[src/design/rdc_pkg.sv]
// ----------------------------------------------------------------------------
// rdc_pkg
// Shared types, constants and the digit alphabet for the radix digit converter.
// ----------------------------------------------------------------------------
package rdc_pkg;

    localparam int DIGIT_W = 6;
    localparam int CHAR_W  = 7;
    localparam int UPC_W   = 3;

    localparam logic [DIGIT_W-1:0] RADIX_MIN   = 6'd2;
    localparam logic [DIGIT_W-1:0] RADIX_MAX   = 6'd62;
    localparam logic [DIGIT_W-1:0] RADIX_RESET = 6'd10;

    typedef logic [UPC_W-1:0] upc_t;

    // microprogram addresses
    localparam upc_t UPC_IDLE     = 3'd0;
    localparam upc_t UPC_CHECK    = 3'd1;
    localparam upc_t UPC_DIV_INIT = 3'd2;
    localparam upc_t UPC_DIV_STEP = 3'd3;
    localparam upc_t UPC_WAIT_OUT = 3'd4;
    localparam upc_t UPC_BRANCH   = 3'd5;
    localparam upc_t UPC_ERR      = 3'd6;

    typedef enum logic [2:0] {
        OP_NONE,
        OP_LOAD,
        OP_DIV_INIT,
        OP_DIV_STEP,
        OP_EMIT_DIGIT,
        OP_EMIT_ERR
    } op_t;

    typedef enum logic [2:0] {
        COND_ALWAYS,
        COND_IN_VALID,
        COND_CNT_ZERO,
        COND_OUT_FREE,
        COND_Q_ZERO,
        COND_RADIX_BAD
    } cond_t;

    typedef struct packed {
        op_t   op;
        cond_t cond;
        logic  gated;      // op takes effect only when cond holds
        upc_t  tgt_true;
        upc_t  tgt_false;
    } ucode_word_t;

    typedef struct packed {
        op_t  op;
        logic fire;
    } rdc_ctl_t;

    typedef struct packed {
        logic in_valid;
        logic out_free;
        logic cnt_zero;
        logic q_zero;
        logic radix_bad;
    } rdc_status_t;

    // alphabet 0-9, a-z, A-Z
    function automatic logic [CHAR_W-1:0] digit_to_char(input logic [DIGIT_W-1:0] d);
        logic [CHAR_W-1:0] c;
        c = '0;
        if (d < 6'd10)
            c = 7'd48 + {1'b0, d};
        else if (d < 6'd36)
            c = 7'd87 + {1'b0, d};
        else if (d < 6'd62)
            c = 7'd29 + {1'b0, d};
        return c;
    endfunction

endpackage

[src/design/rdc_sequencer.sv]
// ----------------------------------------------------------------------------
// rdc_sequencer
// Microprogram counter, control store and branch logic.
// ----------------------------------------------------------------------------
module rdc_sequencer (
    input  logic                clk,
    input  logic                rst_n,
    input  rdc_pkg::rdc_status_t status,
    output rdc_pkg::rdc_ctl_t    ctl
);
    import rdc_pkg::*;

    upc_t        upc_reg;
    upc_t        upc_next;
    ucode_word_t word;
    logic        cond_ok;

    // control store
    always_comb
    begin
        case (upc_reg)
            UPC_IDLE:     word = '{OP_LOAD,       COND_IN_VALID,  1'b1, UPC_CHECK,    UPC_IDLE};
            UPC_CHECK:    word = '{OP_NONE,       COND_RADIX_BAD, 1'b0, UPC_ERR,      UPC_DIV_INIT};
            UPC_DIV_INIT: word = '{OP_DIV_INIT,   COND_ALWAYS,    1'b0, UPC_DIV_STEP, UPC_DIV_STEP};
            UPC_DIV_STEP: word = '{OP_DIV_STEP,   COND_CNT_ZERO,  1'b0, UPC_WAIT_OUT, UPC_DIV_STEP};
            UPC_WAIT_OUT: word = '{OP_EMIT_DIGIT, COND_OUT_FREE,  1'b1, UPC_BRANCH,   UPC_WAIT_OUT};
            UPC_BRANCH:   word = '{OP_NONE,       COND_Q_ZERO,    1'b0, UPC_IDLE,     UPC_DIV_INIT};
            UPC_ERR:      word = '{OP_EMIT_ERR,   COND_OUT_FREE,  1'b1, UPC_IDLE,     UPC_ERR};
            default:      word = '{OP_NONE,       COND_ALWAYS,    1'b0, UPC_IDLE,     UPC_IDLE};
        endcase
    end

    always_comb
    begin
        case (word.cond)
            COND_ALWAYS:    cond_ok = 1'b1;
            COND_IN_VALID:  cond_ok = status.in_valid;
            COND_CNT_ZERO:  cond_ok = status.cnt_zero;
            COND_OUT_FREE:  cond_ok = status.out_free;
            COND_Q_ZERO:    cond_ok = status.q_zero;
            COND_RADIX_BAD: cond_ok = status.radix_bad;
            default:        cond_ok = 1'b0;
        endcase
        upc_next = cond_ok ? word.tgt_true : word.tgt_false;
        ctl.op   = word.op;
        ctl.fire = !word.gated || cond_ok;
    end

    always_ff @(posedge clk or negedge rst_n)
    begin
        if (!rst_n)
            upc_reg <= UPC_IDLE;
        else
            upc_reg <= upc_next;
    end

endmodule

[src/design/rdc_datapath.sv]
// ----------------------------------------------------------------------------
// rdc_datapath
// Radix register, bit-serial restoring divider and output register.
// ----------------------------------------------------------------------------
module rdc_datapath #(
    parameter int VALUE_BITS = 31
) (
    input  logic                        clk,
    input  logic                        rst_n,
    input  rdc_pkg::rdc_ctl_t           ctl,
    output rdc_pkg::rdc_status_t        status,
    input  logic                        cfg_valid,
    output logic                        cfg_ready,
    input  logic [rdc_pkg::DIGIT_W-1:0] radix,
    input  logic                        in_valid,
    output logic                        in_stall,
    input  logic [VALUE_BITS-1:0]       value,
    output logic                        out_valid,
    input  logic                        out_stall,
    output logic [rdc_pkg::DIGIT_W-1:0] digit_value,
    output logic [rdc_pkg::CHAR_W-1:0]  digit_char,
    output logic                        last,
    output logic                        error
);
    import rdc_pkg::*;

    localparam int CNT_W = $clog2(VALUE_BITS);

    logic [DIGIT_W-1:0]    radix_reg;
    logic [VALUE_BITS-1:0] q_reg;
    logic [DIGIT_W-1:0]    rem_reg;
    logic [CNT_W-1:0]      cnt_reg;
    logic                  out_valid_reg;
    logic [DIGIT_W-1:0]    digit_value_reg;
    logic [CHAR_W-1:0]     digit_char_reg;
    logic                  last_reg;
    logic                  error_reg;

    logic [DIGIT_W:0]      trial;
    logic [DIGIT_W:0]      diff;
    logic                  q_bit;
    logic                  out_free;

    assign cfg_ready = 1'b1;
    assign in_stall  = (ctl.op != OP_LOAD);
    assign out_free  = !out_valid_reg || !out_stall;

    // one restoring step: shift in the next dividend bit, subtract if it fits
    assign trial = {rem_reg, q_reg[VALUE_BITS-1]};
    assign diff  = trial - {1'b0, radix_reg};
    assign q_bit = (trial >= {1'b0, radix_reg});

    assign status.in_valid  = in_valid;
    assign status.out_free  = out_free;
    assign status.cnt_zero  = (cnt_reg == '0);
    assign status.q_zero    = (q_reg == '0);
    assign status.radix_bad = (radix_reg < RADIX_MIN) || (radix_reg > RADIX_MAX);

    always_ff @(posedge clk or negedge rst_n)
    begin
        if (!rst_n)
            radix_reg <= RADIX_RESET;
        else if (cfg_valid && cfg_ready)
            radix_reg <= radix;
    end

    always_ff @(posedge clk)
    begin
        if (ctl.fire)
        begin
            case (ctl.op)
                OP_LOAD:
                begin
                    q_reg <= value;
                end
                OP_DIV_INIT:
                begin
                    rem_reg <= '0;
                    cnt_reg <= CNT_W'(VALUE_BITS - 1);
                end
                OP_DIV_STEP:
                begin
                    rem_reg <= q_bit ? diff[DIGIT_W-1:0] : trial[DIGIT_W-1:0];
                    q_reg   <= {q_reg[VALUE_BITS-2:0], q_bit};
                    cnt_reg <= cnt_reg - 1'b1;
                end
                default:
                begin
                end
            endcase
        end
    end

    always_ff @(posedge clk or negedge rst_n)
    begin
        if (!rst_n)
            out_valid_reg <= 1'b0;
        else if (ctl.fire && (ctl.op == OP_EMIT_DIGIT || ctl.op == OP_EMIT_ERR))
            out_valid_reg <= 1'b1;
        else if (!out_stall)
            out_valid_reg <= 1'b0;
    end

    always_ff @(posedge clk)
    begin
        if (ctl.fire && ctl.op == OP_EMIT_DIGIT)
        begin
            digit_value_reg <= rem_reg;
            digit_char_reg  <= digit_to_char(rem_reg);
            last_reg        <= (q_reg == '0);
            error_reg       <= 1'b0;
        end
        else if (ctl.fire && ctl.op == OP_EMIT_ERR)
        begin
            digit_value_reg <= '0;
            digit_char_reg  <= '0;
            last_reg        <= 1'b1;
            error_reg       <= 1'b1;
        end
    end

    assign out_valid   = out_valid_reg;
    assign digit_value = digit_value_reg;
    assign digit_char  = digit_char_reg;
    assign last        = last_reg;
    assign error       = error_reg;

endmodule

[src/design/radix_digit_converter_top.sv]
// ----------------------------------------------------------------------------
// radix_digit_converter_top
// Converts a non-negative integer to base 2..62 digits, least significant first.
// ----------------------------------------------------------------------------
// A value beat is taken only when the sequencer sits at its idle step, and the
// block then emits one result beat per digit, least significant digit first,
// with last set on the most significant digit. A radix outside 2..62 gives one
// error beat. Each digit comes from a bit-serial restoring divider that retires
// one dividend bit per cycle; a digit takes one init step, VALUE_BITS divide
// steps, an output write that waits while the output is stalled, and one branch.
// The radix register resets to 10 and is written through its own valid/ready
// channel; the user must write it only while no item is in flight, as the block
// itself does not enforce this (cfg_ready is always high).
module radix_digit_converter_top #(
    parameter int VALUE_BITS = 31
) (
    input  logic                        clk,
    input  logic                        rst_n,
    input  logic                        cfg_valid,
    output logic                        cfg_ready,
    input  logic [rdc_pkg::DIGIT_W-1:0] radix,
    input  logic                        in_valid,
    output logic                        in_stall,
    input  logic [VALUE_BITS-1:0]       value,
    output logic                        out_valid,
    input  logic                        out_stall,
    output logic [rdc_pkg::DIGIT_W-1:0] digit_value,
    output logic [rdc_pkg::CHAR_W-1:0]  digit_char,
    output logic                        last,
    output logic                        error
);
    import rdc_pkg::*;

    rdc_ctl_t    ctl;
    rdc_status_t status;

    rdc_sequencer u_seq (
        .clk    (clk),
        .rst_n  (rst_n),
        .status (status),
        .ctl    (ctl)
    );

    rdc_datapath #(
        .VALUE_BITS (VALUE_BITS)
    ) u_dp (
        .clk         (clk),
        .rst_n       (rst_n),
        .ctl         (ctl),
        .status      (status),
        .cfg_valid   (cfg_valid),
        .cfg_ready   (cfg_ready),
        .radix       (radix),
        .in_valid    (in_valid),
        .in_stall    (in_stall),
        .value       (value),
        .out_valid   (out_valid),
        .out_stall   (out_stall),
        .digit_value (digit_value),
        .digit_char  (digit_char),
        .last        (last),
        .error       (error)
    );

    // in the cycle after a value beat is accepted, the input is stalled
    a_busy_after_accept: assert property (@(posedge clk) disable iff (!rst_n)
        in_valid && !in_stall |=> in_stall)
        else $error("input accepted on consecutive cycles");

    // an error beat carries no digit and closes the item
    a_error_shape: assert property (@(posedge clk) disable iff (!rst_n)
        out_valid && error |-> last && digit_value == '0 && digit_char == '0)
        else $error("malformed error beat");

    // a digit beat always has a legal digit and a printable symbol
    a_digit_range: assert property (@(posedge clk) disable iff (!rst_n)
        out_valid && !error |-> digit_value <= 6'd61 && digit_char != '0)
        else $error("digit beat out of range");

endmodule
[config.mk]
export PLATFORM = sky130hd
export DESIGN_NAME = radix_digit_converter_top
export DESIGN_NICKNAME = d
export VERILOG_FILES = /design/src/design/rdc_pkg.sv /design/src/design/rdc_sequencer.sv /design/src/design/rdc_datapath.sv /design/src/design/radix_digit_converter_top.sv
export SDC_FILE = /design/constraint.sdc
export NUM_CORES = 1
export LEC_CHECK = 0
export ABC_AREA = 1
export ABC_CLOCK_PERIOD_IN_PS = 5750
export BUFFER_PORTS_ARGS = -buffer_cell sky130_fd_sc_hd__buf_2
export CAP_MARGIN = 20
export CORE_MARGIN = 5
export CORE_UTILIZATION = 50
export CTS_BUF_LIST = sky130_fd_sc_hd__clkbuf_2 sky130_fd_sc_hd__clkbuf_4 sky130_fd_sc_hd__clkbuf_8
export DETAILED_ROUTE_END_ITERATION = 6
export MAX_ROUTING_LAYER = met4
export PLACE_DENSITY = 0.74
export SKIP_LAST_GASP = 1
export SLEW_MARGIN = 30
export SYNTH_ARGS = -nofsm -noshare
export SYNTH_HDL_FRONTEND = slang
export SYNTH_SLANG_ARGS = --single-unit
export TNS_END_PERCENT = 30
[constraint.sdc]
create_clock -name clk -period 5.75 [get_ports clk]
set_input_delay 0.2875 -clock clk [delete_from_list [all_inputs] [get_ports clk]]
set_output_delay 0.2875 -clock clk [all_outputs]
set_load 0.05 [all_outputs]
## After elaboration in Yosys (flattened, before gate mapping)

Cells that the tools add are included.

| storage, ports and cells | value |
|---|---|
| flip-flop bits (word level) | 67 |
| input port bits | 42 |
| output and inout bits | 18 |
| word-level logic and storage cells | 76 |

| operators by class | value |
|---|---|
| $add $sub $neg | 5 |
| $lt $le $gt $ge | 6 |
| eq/ne operators | 18 |
| multiplexer cells | 18 |
| reduce and logical (&&, ||, !) cells | 19 |

Operators with widths:

| kind | count |
|---|---|
| 13-bit one-hot mux with 7 select lines | 1 |
| 31-bit one-hot mux with 2 select lines | 1 |
| 7-bit 2-to-1 mux | 5 |
| 31-bit logical NOT | 1 |
| 3-bit == test, second input constant | 7 |
| 3-bit by 2-bit == test with 1-bit output, second input constant | 6 |
| 6-bit 2-to-1 mux | 3 |
| 6-bit less-than comparator, second input constant | 2 |
| 6-bit one-hot mux with 2 select lines | 1 |
| 5-bit one-hot mux with 2 select lines | 1 |
| 3-bit by 1-bit == test with 1-bit output, second input constant | 3 |
| 5-bit by 6-bit adder with 7-bit output, first input constant | 1 |
| 6-bit by 6-bit adder with 7-bit output, first input constant | 1 |
| 7-bit by 6-bit adder with 7-bit output, first input constant | 1 |
| 7-bit by 6-bit >= comparator with 1-bit output | 1 |
| 6-bit greater-than comparator, second input constant | 1 |
| 3-bit logical NOT | 2 |
| 6-bit by 2-bit less-than comparator with 1-bit output, second input constant | 1 |
| 6-bit by 4-bit less-than comparator with 1-bit output, second input constant | 1 |
| 1-bit one-hot mux with 6 select lines | 1 |
| 2-bit nonzero test | 3 |
| 6-bit subtractor | 1 |
| 5-bit logical NOT | 1 |
| 5-bit by 1-bit subtractor with 5-bit output, second input constant | 1 |
| other kinds (8) | 19 |

## Depth between registers and ports, before layout

| depth | value |
|---|---|
| depth after elaboration | 8 |
| gate-level depth with buffers | 13 |
| gate-level depth less buffers | 12 |

## By module

Synthesis repeated with hierarchy kept, for this count alone.

| second synthesis, totals | value |
|---|---|
| cells, all modules | 456 |
| area total of the unflattened synthesis | 3938.8 um2 |

Modules (own cells, without submodules):

| module | times used | cells each | area each (um2) | sequential area each (um2) |
|---|---|---|---|---|
| rdc_datapath | 1 | 395 | 3532.1 | 1879.3 |
| rdc_sequencer | 1 | 61 | 406.6 | 75.1 |

## Worst setup path after synthesis

Ideal clock, no wire load.

| path | value |
|---|---|
| path type | register to register |
| start | reg u_seq.upc_reg[2] |
| end | reg u_dp.q_reg[0] (enable) |
| library setup time | 388 ps |
| data arrival time | 1657 ps |
| data required time | 5362 ps |
| setup slack | 3705 ps |
| stages on the path, launching flop included | 6 |
| path buffers | 2 |
| period minus slack after synthesis | 2045 ps |
| cell sequence | dfrtp_1 -> inv_2 -> nand3_2 -> buf_6 -> clkbuf_1 -> nand2_1 |

| between the ends | value |
|---|---|
| longest elaborated chain between the ends | 6 |
| elaborated cells between the ends (all ways) | 21 |
| those cells by class | eq/ne: 13; mux: 2; reduce/logical: 6 |

RTL lines:

| element | line | RTL |
|---|---|---|
| start: declaration | rdc_sequencer.sv:13 | `upc_t upc_reg;` |
| start signal: assignment | rdc_sequencer.sv:54 | `upc_reg <= upc_next;` |
| 3-bit == test (tied with other cells) | rdc_sequencer.sv:21 | `case (upc_reg)` |
| 13-bit one-hot mux with 7 select lines (*) | rdc_sequencer.sv:21 |  |
| 3-bit == test (tied with other cells) | rdc_sequencer.sv:35 | `case (word.cond)` |
| 1-bit one-hot mux with 6 select lines | rdc_sequencer.sv:35 |  |
| 1-bit logical OR | rdc_sequencer.sv:46 | `ctl.fire = !word.gated \|\| cond_ok;` |
| 2-bit AND reduction (no line) (*) | - |  |
| end signal: assignment | rdc_datapath.sv:74 | `q_reg <= value;` |
| end signal: assignment | rdc_datapath.sv:84 | `q_reg <= {q_reg[VALUE_BITS-2:0], q_bit};` |
| end: declaration | rdc_datapath.sv:30 | `logic [VALUE_BITS-1:0] q_reg;` |

Mark *: on every way between the ends. The rest lies on a longest branch, timed or not.
A chain may end at the register's enable or synchronous reset.

## Final worst setup path

| path | value |
|---|---|
| start | reg u_seq.upc_reg[2] |
| end | reg u_dp.q_reg[0] (data pin) |

| between the ends | value |
|---|---|
| longest elaborated chain between the ends | 4 |
| elaborated cells between the ends (all ways) | 11 |
| those cells by class | eq/ne: 8; mux: 2; reduce/logical: 1 |

RTL lines:

| element | line | RTL |
|---|---|---|
| 3-bit == test (tied with other cells) | rdc_sequencer.sv:21 |  |
| 13-bit one-hot mux with 7 select lines (*) | rdc_sequencer.sv:21 |  |
| 3-bit by 2-bit == test with 1-bit output or 3-bit by 1-bit == test with 1-bit output (tied branches) | rdc_datapath.sv:71 | `case (ctl.op)` |
| 31-bit one-hot mux with 2 select lines (*) | rdc_datapath.sv:71 |  |

Marks and branches as above.

==> impl_metrics.csv <==
group,metric,value,unit
routing,top_layer,"met4",
sta,finalHoldViolCount,0,
routing,met2_length,3300,um
critical_path,rr_startpoint,"u_seq.upc_reg[2]",
critical_path,cp.buffers_inverters,2,
critical_path,cp_top_family,"buffers and inverters",
routing,drc_errors,0,
sta,slew_viol_final,0,
clock_tree,tritoncts,"built",
grt,gr-total-overflow,0,
sta,skew,0.00904,ns
pwr,power.static_leakage,1.98,nW
floorplanning,die_w,95.8,um
yosys,synth_top_area_frac,0.457,
grt,grt_max_degree,47,
grt,groute.usage.overall,0.176,
critical_path,worstPathMaxFanout,46,
clock_tree,cts_sinks,67,
clock_tree,post_cts_buffers,0,
run_status,status,"finished, final reports clean",
yosys,yosys.area.top_type,"edfxtp_1",
cells_and_area,fin_nets,544,
cells_and_area,layout_commonest_cell,"nand2_1",
yosys,syn_nets,486,
sta,min_period,2.31,ns
clock_tree,htreeDepth,3,
clock_tree,cts-buffers-inserted,9,
floorplanning,fp-row-count,31,
sta,slew_headroom,0.483,
pwr,peakVddDrop,0.000189,V
floorplanning,core_area,0.00721,mm2
hold_path,hp-class,"in2reg",
critical_path,crit_path_start,"u_seq.upc_reg[2]",
routing,wl,7300,um
critical_path,worstPathArrival,2.37,ns
critical_path,r2r_setup_slack,3.44,ns
sta,min_period_over_period,0.401,
place,dpl_cell_area,0.00403,mm2
routing,detail-route-antenna-nets,0,
sta,worst_pin_slew,0.776,ns
sta,max_freq,434,MHz
critical_path,worstPathRequired,5.82,ns
sta,finalSetupViolCount,0,
routing,firstDrtPassIters,5,
yosys,yosys_warnings,0,
pwr,power.density,554,mW/mm2
place,place.gp.congestion,0.812,
clock_tree,clk_pin_slew_worst_paths,0.07,ns
critical_path,start_kind,"flip-flop",
grt,grt_pass1_vias,2813,
routing,wl_met3,505,um
yosys,yosysSeqAreaShare,0.531,
cells_and_area,fin_util,0.588,
cells_and_area,design_area,0.00424,mm2
routing,viasPerCell,5.03,
floorplanning,initial_utilization,0.510,
sta,rsz0062_at_grt,"false",
sta,setup-tns-final,0,ns
cells_and_area,final_cell_mix,"156 x nand2_1, 58 x buf_2, 56 x nor2_1, 56 x edfxtp_1, 31 x inv_1",
hold_path,hold_path_startpoint,"radix[5]",
routing,drtIter0Drc,160,
cells_and_area,drive_above_1_share,0.188,
routing,wl_met1,3380,um
critical_path,crit_path_top_delay_cell,"inv_4",
yosys,postSynthCellCount,431,
cells_and_area,diodes,0,
clock_tree,clk_latency,0.35,ns
floorplanning,fp.dieH,95.8,um
grt,grt_pass1_wl,12200,um
clock_tree,clock_path_buffers,2,
floorplanning,io_pins,60,
yosys,avgSynthCellArea,8.54,um2
routing,wire_per_inst,12.3,um
floorplanning,die_area,0.00918,mm2
routing,route.vias.total,2982,
critical_path,slowest_delay,0.64,ns
grt,antenna_found_initial,0,
clock_tree,cts-root-buf,"clkbuf_8",
critical_path,critPathCaptureType,"flip-flop",
yosys,synth_area_leaders,"edfxtp_1 46%, nand2_1 16%, nor2_1 5.8%",
cells_and_area,fillers,648,
yosys,synth_seq_cells,67,
place,port_buffers,58,
place,hpwl,5240,um
critical_path,crit_chain,"inv_2 -> nand3_2 -> inv_4 -> a31oi_1",
cells_and_area,area_delta_synth_final,15.3,%
yosys,yosysUniqueCellTypes,40,
sta,holdWs,0.156,ns
critical_path,critPathKind,"reg2reg",
cells_and_area,largest_reg_flops,31,
yosys,netlist_area,0.00368,mm2
run,drv_cap,0,
power by group:
group          switching (W)  internal [W]  leakage (nW)
Sequential          0.000133      0.000780         0.645
Clock               0.000184      0.000211        0.0922
Combinational       0.000727      0.000314          1.24
worst min-delay path, cell delays in order:
cell,delay [ns]
buf_2,0.09
nand2_1,0.04
o21ai_0,0.05
Yosys cell counts:
master	number
nand2_1	156
nor2_1	57
edfxtp_1	56
inv_1	31
nand3_1	19
o21ai_0	18
ha_1	12
nand4_1	11
a21oi_1	10
dfrtp_1	8
clkbuf_1	6
inv_2	5
nand3b_1	4
xor2_1	4
a31oi_1	3
a21o_1	2
buf_2	2
buf_4	2
buf_6	2
dfstp_2	2
or2_2	2
a21o_2	1
a21oi_2	1
a22oi_1	1
clkbuf_2	1
clkinv_1	1
conb_1	1
dfxtp_1	1
fa_1	1
inv_4	1
mux2_2	1
nand2_2	1
nand2_4	1
nand3_2	1
nand3_4	1
o211ai_1	1
o21ai_2	1
or2_0	1
or3_1	1
xnor2_1	1
per-stage QoR:
stage / setup WS (ns) / cells / power, W
after floorplan: 3.70 / 431 / 0.00173
after global placement: 3.54 / 576 / 0.00192
after detailed placement: 3.44 / 576 / 0.00196
after CTS: 3.42 / 593 / 0.00236
after global routing: 3.17 / 593 / 0.00254
final: 3.44 / 593 / 0.00235
repair_timing:
action                    CTS  global route
hold endpoints to repair    8             0
hold buffers                1             0
resized for setup           0             0
final timing paths:
kind,end,cells past startpoint
worst max-delay path,u_dp.q_reg[0],4
worst min-delay path,u_dp.radix_reg[5],3
worst max register to register,u_dp.q_reg[0],4
worst min register to register,u_dp.out_valid,2
max in group asynchronous,u_dp.radix_reg[1],2
min in group asynchronous,u_dp.out_valid,2
kinds of logic (layout without fill, tap and decap cells):
group                      Yosys count  after routing  synth area share
other                                1              1           0.00102
and+or+nand+nor                    255            255             0.289
DFF                                 67             67             0.531
muxes                                1              1           0.00306
buffers and inverters               51            114            0.0598
xor gates and xnor gates             5              5            0.0119
AOI/OAI and AO/OA                   38             38            0.0584
adders and majority gates           13             13            0.0462
area by class of cell:
type / instances / area, um2 / area share
multi-input combinational: 313 / 1510 / 0.356
sequential: 67 / 1950 / 0.460
clock buffer: 10 / 138 / 0.0324
clock inverter: 6 / 65.1 / 0.0153
inverter: 38 / 145 / 0.0342
timing repair buffer: 60 / 308 / 0.0725
tap: 99 / 124 / 0.0292
layer usage:
layer  global-route usage  up-vias
met5                    -        -
met4               0.0687        0
met3               0.0547       14
met2                0.265      110
met1                0.222     1323
li1                     -     1535
No activity file was read; power rests on OpenSTA's default activity.
